`config.mk`:
```
export PLATFORM = sky130hd
export DESIGN_NAME = lru_key_value_cache_core
export DESIGN_NICKNAME = d
export VERILOG_FILES = /design/src/lkvc_pkg.sv /design/src/lkvc_store.sv /design/src/lru_key_value_cache_core.sv
export SDC_FILE = /design/constraint.sdc
export NUM_CORES = 2
export LEC_CHECK = 0
export ABC_AREA = 0
export BUFFER_PORTS_ARGS = -buffer_cell sky130_fd_sc_hd__buf_2
export CAP_MARGIN = 40
export CORE_MARGIN = 3
export CORE_UTILIZATION = 50
export DETAILED_ROUTE_END_ITERATION = 8
export PLACE_DENSITY = 0.66
export SETUP_SLACK_MARGIN = 0.5
export SLEW_MARGIN = 0
export SYNTH_ARGS = -nofsm -noshare
export SYNTH_HDL_FRONTEND = slang
export SYNTH_HIERARCHICAL = 1
export SYNTH_SLANG_ARGS = --single-unit
```
`constraint.sdc`:
```
create_clock -name clk -period 10.9 [get_ports clk]
set_clock_uncertainty 0.05 [all_clocks]
set_input_delay 1.635 -clock clk [delete_from_list [all_inputs] [get_ports clk]]
set_output_delay 1.635 -clock clk [all_outputs]
set_load 0.05 [all_outputs]
```
`src/lkvc_pkg.sv`:
```
// ----------------------------------------------------------------------------
// lkvc_pkg
// Shared types and constants for the LRU key/value cache.
// ----------------------------------------------------------------------------
package lkvc_pkg;

  localparam int CAP_W = 5;
  localparam logic [CAP_W-1:0] CAP_RESET = 5'd16;

  localparam logic CMD_GET = 1'b0;
  localparam logic CMD_PUT = 1'b1;

  localparam logic signed [31:0] NOT_FOUND_VALUE = -32'sd1;

  typedef struct packed {
    logic               cmd;
    logic signed [31:0] key;
    logic signed [31:0] value;
  } req_item_t;

  typedef struct packed {
    logic               found;
    logic signed [31:0] read_value;
    logic               evicted;
    logic signed [31:0] evicted_key;
  } rsp_item_t;

endpackage

```
`src/lkvc_store.sv`:
```
// ----------------------------------------------------------------------------
// lkvc_store
// Entry storage, parallel key match, slot choice and recency rank update.
// ----------------------------------------------------------------------------
module lkvc_store #(
  parameter int MAX_ENTRIES = 16
) (
  input  logic                          clk,
  input  logic                          rst,
  input  logic [lkvc_pkg::CAP_W-1:0]    capacity,
  input  logic                          req_valid,
  input  lkvc_pkg::req_item_t           req,
  output lkvc_pkg::rsp_item_t           rsp
);
  import lkvc_pkg::*;

  localparam int RW = (MAX_ENTRIES > 1) ? $clog2(MAX_ENTRIES) : 1;
  localparam int UW = $clog2(MAX_ENTRIES + 1);
  localparam int CW = (UW > CAP_W) ? UW : CAP_W;

  logic [MAX_ENTRIES-1:0] valid;
  logic [RW-1:0]          rank [MAX_ENTRIES];
  logic [31:0]            entry_key [MAX_ENTRIES];
  logic [31:0]            entry_value [MAX_ENTRIES];
  logic [UW-1:0]          used;

  logic [MAX_ENTRIES-1:0] hit_vec;
  logic [MAX_ENTRIES-1:0] lru_vec;
  logic [MAX_ENTRIES-1:0] first_free;
  logic [MAX_ENTRIES-1:0] target;
  logic [MAX_ENTRIES-1:0] age;
  logic                   free_seen;
  logic                   have_hit;
  logic [31:0]            hit_value;
  logic [RW-1:0]          hit_rank;
  logic [31:0]            lru_key;
  logic [CW-1:0]          eff_cap;
  logic                   use_free;
  logic                   put_new;
  logic                   touch;
  logic [UW-1:0]          bound;

  always_comb begin
    hit_vec   = '0;
    lru_vec   = '0;
    first_free = '0;
    free_seen = 1'b0;
    hit_value = '0;
    hit_rank  = '0;
    lru_key   = '0;
    for (int i = 0; i < MAX_ENTRIES; i++) begin
      hit_vec[i] = valid[i] && (entry_key[i] == req.key);
      lru_vec[i] = valid[i] && (rank[i] == RW'(used - 1'b1));
      first_free[i] = !valid[i] && !free_seen;
      free_seen = free_seen || !valid[i];
      hit_value = hit_value | (entry_value[i] & {32{hit_vec[i]}});
      hit_rank  = hit_rank | (rank[i] & {RW{hit_vec[i]}});
      lru_key   = lru_key | (entry_key[i] & {32{lru_vec[i]}});
    end
  end

  always_comb begin
    eff_cap = CW'(capacity);
    if (eff_cap == '0) begin
      eff_cap = CW'(1);
    end
    if (eff_cap > CW'(MAX_ENTRIES)) begin
      eff_cap = CW'(MAX_ENTRIES);
    end
  end

  assign have_hit = |hit_vec;
  assign use_free = (CW'(used) < eff_cap) && free_seen;
  assign put_new  = (req.cmd == CMD_PUT) && !have_hit;
  assign touch    = req_valid && (have_hit || put_new);

  always_comb begin
    if (have_hit) begin
      bound  = UW'(hit_rank);
      target = hit_vec;
    end else if (use_free) begin
      bound  = used;
      target = first_free;
    end else begin
      bound  = used - 1'b1;
      target = lru_vec;
    end
    for (int i = 0; i < MAX_ENTRIES; i++) begin
      age[i] = valid[i] && !target[i] && (UW'(rank[i]) < bound);
    end
  end

  always_ff @(posedge clk) begin
    if (rst) begin
      valid <= '0;
      used  <= '0;
      for (int i = 0; i < MAX_ENTRIES; i++) begin
        rank[i] <= '0;
      end
    end else if (touch) begin
      for (int i = 0; i < MAX_ENTRIES; i++) begin
        if (target[i]) begin
          valid[i] <= 1'b1;
          rank[i]  <= '0;
        end else if (age[i]) begin
          rank[i] <= rank[i] + 1'b1;
        end
      end
      if (put_new && use_free) begin
        used <= used + 1'b1;
      end
    end
  end

  always_ff @(posedge clk) begin
    if (touch && req.cmd == CMD_PUT) begin
      for (int i = 0; i < MAX_ENTRIES; i++) begin
        if (target[i]) begin
          entry_key[i]   <= req.key;
          entry_value[i] <= req.value;
        end
      end
    end
  end

  always_comb begin
    rsp.found       = have_hit;
    rsp.read_value  = (have_hit && req.cmd == CMD_GET) ? hit_value : NOT_FOUND_VALUE;
    rsp.evicted     = put_new && !use_free;
    rsp.evicted_key = (put_new && !use_free) ? lru_key : '0;
  end

endmodule

```
`src/lru_key_value_cache_core.sv`:
```
// ----------------------------------------------------------------------------
// lru_key_value_cache_core
// Fully associative key/value cache with least-recently-used replacement.
// ----------------------------------------------------------------------------
// Path: a request is registered in the input stage and its result in the
//   result stage; rsp_valid rises when the result stage loads.
// Throughput: one item per cycle unless rsp_stall holds a valid result; key
//   match, slot choice and rank update are combinational between registers.
// Reset: valid marks, ranks, fill count and both stages clear at once;
//   capacity returns to 16.
module lru_key_value_cache_core #(
  parameter int MAX_ENTRIES = 16
) (
  input  logic                        clk,
  input  logic                        rst,
  input  logic                        req_valid,
  output logic                        req_stall,
  input  lkvc_pkg::req_item_t         req,
  output logic                        rsp_valid,
  input  logic                        rsp_stall,
  output lkvc_pkg::rsp_item_t         rsp,
  input  logic                        cfg_we,
  input  logic [lkvc_pkg::CAP_W-1:0]  cfg_data
);
  import lkvc_pkg::*;

  logic [CAP_W-1:0] capacity;
  logic             stage_valid;
  req_item_t        stage_item;
  rsp_item_t        result;
  logic             advance;

  assign advance   = stage_valid && (!rsp_valid || !rsp_stall);
  assign req_stall = stage_valid && !advance;

  always_ff @(posedge clk) begin
    if (rst) begin
      capacity <= CAP_RESET;
    end else if (cfg_we) begin
      capacity <= cfg_data;
    end
  end

  // input stage
  always_ff @(posedge clk) begin
    if (rst) begin
      stage_valid <= 1'b0;
    end else if (!req_stall) begin
      stage_valid <= req_valid;
    end
  end

  always_ff @(posedge clk) begin
    if (!req_stall && req_valid) begin
      stage_item <= req;
    end
  end

  lkvc_store #(
    .MAX_ENTRIES(MAX_ENTRIES)
  ) u_store (
    .clk      (clk),
    .rst      (rst),
    .capacity (capacity),
    .req_valid(advance),
    .req      (stage_item),
    .rsp      (result)
  );

  // result stage; holds while the transfer is stalled
  always_ff @(posedge clk) begin
    if (rst) begin
      rsp_valid <= 1'b0;
    end else if (advance) begin
      rsp_valid <= 1'b1;
    end else if (!rsp_stall) begin
      rsp_valid <= 1'b0;
    end
  end

  always_ff @(posedge clk) begin
    if (advance) begin
      rsp <= result;
    end
  end

endmodule
```
==> run summary <==
Worst-path cell with the longest stage delay -> o21ai_1
Site Rows -> 119
CTS root buffer -> clkbuf_16
Final Non-Filler Cells -> 5329
Distinct cell type count after synthesis -> 82
Die W -> 334 µm
Critical path arrival -> 6900 ps
Met2 Resource Use GR -> 49.2%
Die Y -> 334 µm
Met1 Use GR -> 49.3%
Multi-input gate area -> 15800 µm²
Post-Place Cells -> 5077
DRC errors left -> 0
Clock Latency Late Sink -> 770 ps
I/O Pins -> 143
Synth Area in Simple Gates -> 7.57%
Startpoint Class -> flip-flop
CP max FO -> 37
Most common cell after layout, fill and taps aside -> edfxtp_1
Leakage -> 19.3 nW
TritonCTS buffer count -> 131
H-tree levels -> 4
Detailed Route WL -> 197 mm
Synthesis-to-layout area growth -> 13.4%
Crit path largest cell delay -> 860 ps
Post-synthesis compound-gate area fraction -> 10.5%
Vias in the first global route -> 34100
Slew Viols, Final -> 0
Yosys warns -> 6
Global routing usage on met3 -> 11.0%
Power density over the cells -> 167 nW/µm²
Syn nets -> 3758
Reg area -> 37200 µm²
Endpoint class of the critical path -> flip-flop
Largest family of logic cells by synthesized area -> compound AO/OA/AOI/OAI gates
CP cell instances -> buf_4 > xnor2_1 > nand4_1 > nor4_1 > and4_2 > buf_4 > nor4_1 > and4_1 > o21ai_1 > buf_4 > ha_1 > nand3_1 > a21oi_1 > o31ai_1
Buf+Inv Stages, Crit Path -> 3
Sum of negative setup slack -> 0 ps
Post-synth EDFFs -> 1219
Layout cell share with drive strength beyond 1 -> 13.3%
Peak VDD IR -> 0.000141 V
PortBufs -> 142
Status -> finished, final reports clean
Final HPWL DP -> 124 mm
FMAX -> 153 MHz
Register bit total from synthesis -> 1247
Detailed Routing Iterations Pass 1 -> 6
Worst-path clk slew -> 60 ps
CTS resizes -> 0
DIE AREA -> 112000 µm²
FF-to-FF setup slack -> 4350 ps
Hold_buf cts -> 0
Mean Syn Cell Area -> 14.8 µm²
Sequential-to-total area share from yosys stat -> 69.0%
First-pass GRT wire length -> 272 mm
CTS tree -> built
Kind of critical path -> flip-flop to flip-flop
Most used DFF post-synth -> edfxtp_1
Post-CTS Setup Bufs -> 0
Fraction of the mapped netlist area in adder cells -> 1.35%
Async SR Flop Fraction -> 0%
Most frequent cells in the layout -> edfxtp_1 (1219), xnor2_1 (401), a22oi_1 (236)
Actual slew at the worst max-slew pin -> 1100 ps
Core area -> 106000 µm²
Starting Density -> 50.7%
Tot Pwr -> 10.2 mW
Slew HR -> 26.2%
Crit path max-delay family -> simple AND/OR/NAND/NOR gates
# nets final -> 3951
Via density per instance -> 6.85
Gr usage total -> 34.8%
Clock Tree Buf Depth -> 3
Most frequent CP cell -> buf_4
Proportion of synthesized area in mux cells -> 0.0929%
Period utilization -> 60.1%
Routed Antenna Nets -> 0
Fill count -> 8299
Routability cong. -> 1.01
Grt ovf -> 0
CTS Sinks -> 1247
XOR/XNOR Fraction of Synth Area -> 9.33%
Mapped Cells -> 3629
Cell Area, Synth -> 53900 µm²
Initial antenna violation count -> 14
Final Hold Fails -> 0
Vias -> 36500
Initial DRC Count -> 6866
Worst Hold Class -> flip-flop to flip-flop
Worst path required time -> 11250 ps
Drt wl/cell -> 36.9 µm
Most Crowded Layer GR -> met1
Post-layout min period -> 6550 ps
Final setup vio count -> 0
Largest net degree at the start of global routing -> 45
RSZ-0062 raised after global routing -> false
Max-cap viol count -> 0
==> through the flow <==
stage / instance area (µm²) / utilization [%] / setup WS [ps] / hold WS [ps]
finish: 61100 / 57.6 / 4350 / 457
floorplan: 53900 / - / 2030 / 403
global placement: 56400 / 53.1 / 4360 / 432
global route: 61100 / 57.5 / 4260 / 483
detailed placement: 56900 / 53.6 / 4440 / 446
CTS: 61100 / 57.5 / 4450 / 461
==> kinds of logic (layout without fill, tap and decap cells) <==
group,Yosys count,in the layout
xor+xnor,574,574
compound gates,717,717
other cells,0,10
fa+ha+maj,59,59
buf+inv,268,567
mux,5,5
flops,1247,1247
simple gates,759,759
==> registers in the layout (all words and copies together), names as in the netlist <==
| signal | cells |
|---|---|
| u_store/entry_key | 512 |
| u_store/entry_value | 512 |
| rsp | 66 |
| stage_item | 65 |
| u_store/rank | 64 |
| u_store/valid | 16 |
| capacity | 5 |
| u_store/used | 5 |
| rsp_valid | 1 |
| stage_valid | 1 |
==> report_power, final <==
group          switching [mW]  total (mW)  internal (mW)
sequential             0.0660        5.38           5.31
combinational           0.348       0.490          0.143
clock                    1.87        4.36           2.49
total                    2.28        10.2           7.94
==> per-layer routing <==
metal  routed length, µm  vias up
met3               28900      509
met1               74600    18300
met5                 147        -
li1                    -    14700
met2               82900     3015
met4               10400       16
==> final timing paths <==
check	cells past startpoint	end	start
worst max register to register	14	u_store/rank[1][13]	stage_item[35]
worst min-delay path	2	capacity[0]	capacity[0]
worst max-delay path	14	u_store/rank[1][13]	stage_item[35]
worst min register to register	2	capacity[0]	capacity[0]
==> final cells by class <==
| class | count | area share [%] |
|---|---|---|
| diodes | 10 | 0.0410 |
| repair buffers | 276 | 3.30 |
| multi-input cells | 2114 | 25.9 |
| clock inverters | 67 | 0.973 |
| flip-flops and latches | 1247 | 60.8 |
| inverters | 52 | 0.328 |
| clock buffers | 172 | 5.81 |
| well taps | 1391 | 2.85 |
==> synth_stat cells, drive strengths merged, types with 5 or more instances <==
master	n	share of area [%]
a2111oi	6	0.10
a211o	6	0.098
a211oi	7	0.11
a21o	13	0.18
a21oi	49	0.46
a221oi	153	2.5
a22o	155	2.5
a22oi	236	3.3
a31oi	7	0.093
and2	27	0.31
and3	43	0.50
and4	14	0.23
and4b	5	0.093
buf	105	0.99
clkbuf	111	0.77
dfxtp	28	1.0
edfxtp	1219	68
ha	54	1.3
inv	51	0.36
maj3	5	0.095
mux2i	5	0.093
nand2	61	0.43
nand2b	11	0.13
nand3	104	0.97
nand3b	5	0.070
nand4	148	1.7
nor2	193	1.3
nor2b	22	0.26
nor3	48	0.46
nor4	54	0.67
o211ai	10	0.14
o21a	6	0.084
o21ai	25	0.27
o22ai	7	0.081
o31ai	9	0.13
or2	5	0.058
xnor2	402	6.5
xor2	172	2.8
==> worst reg2reg max path: cells and delay by family, from the launching register on <==
family / cells / cell delay (ps)
simple gates: 6 / 2120
compound gates: 3 / 1530
buf+inv: 3 / 1130
xor+xnor: 1 / 760
flops: 1 / 350
fa+ha+maj: 1 / 260
(Power assumes the default switching activity.)
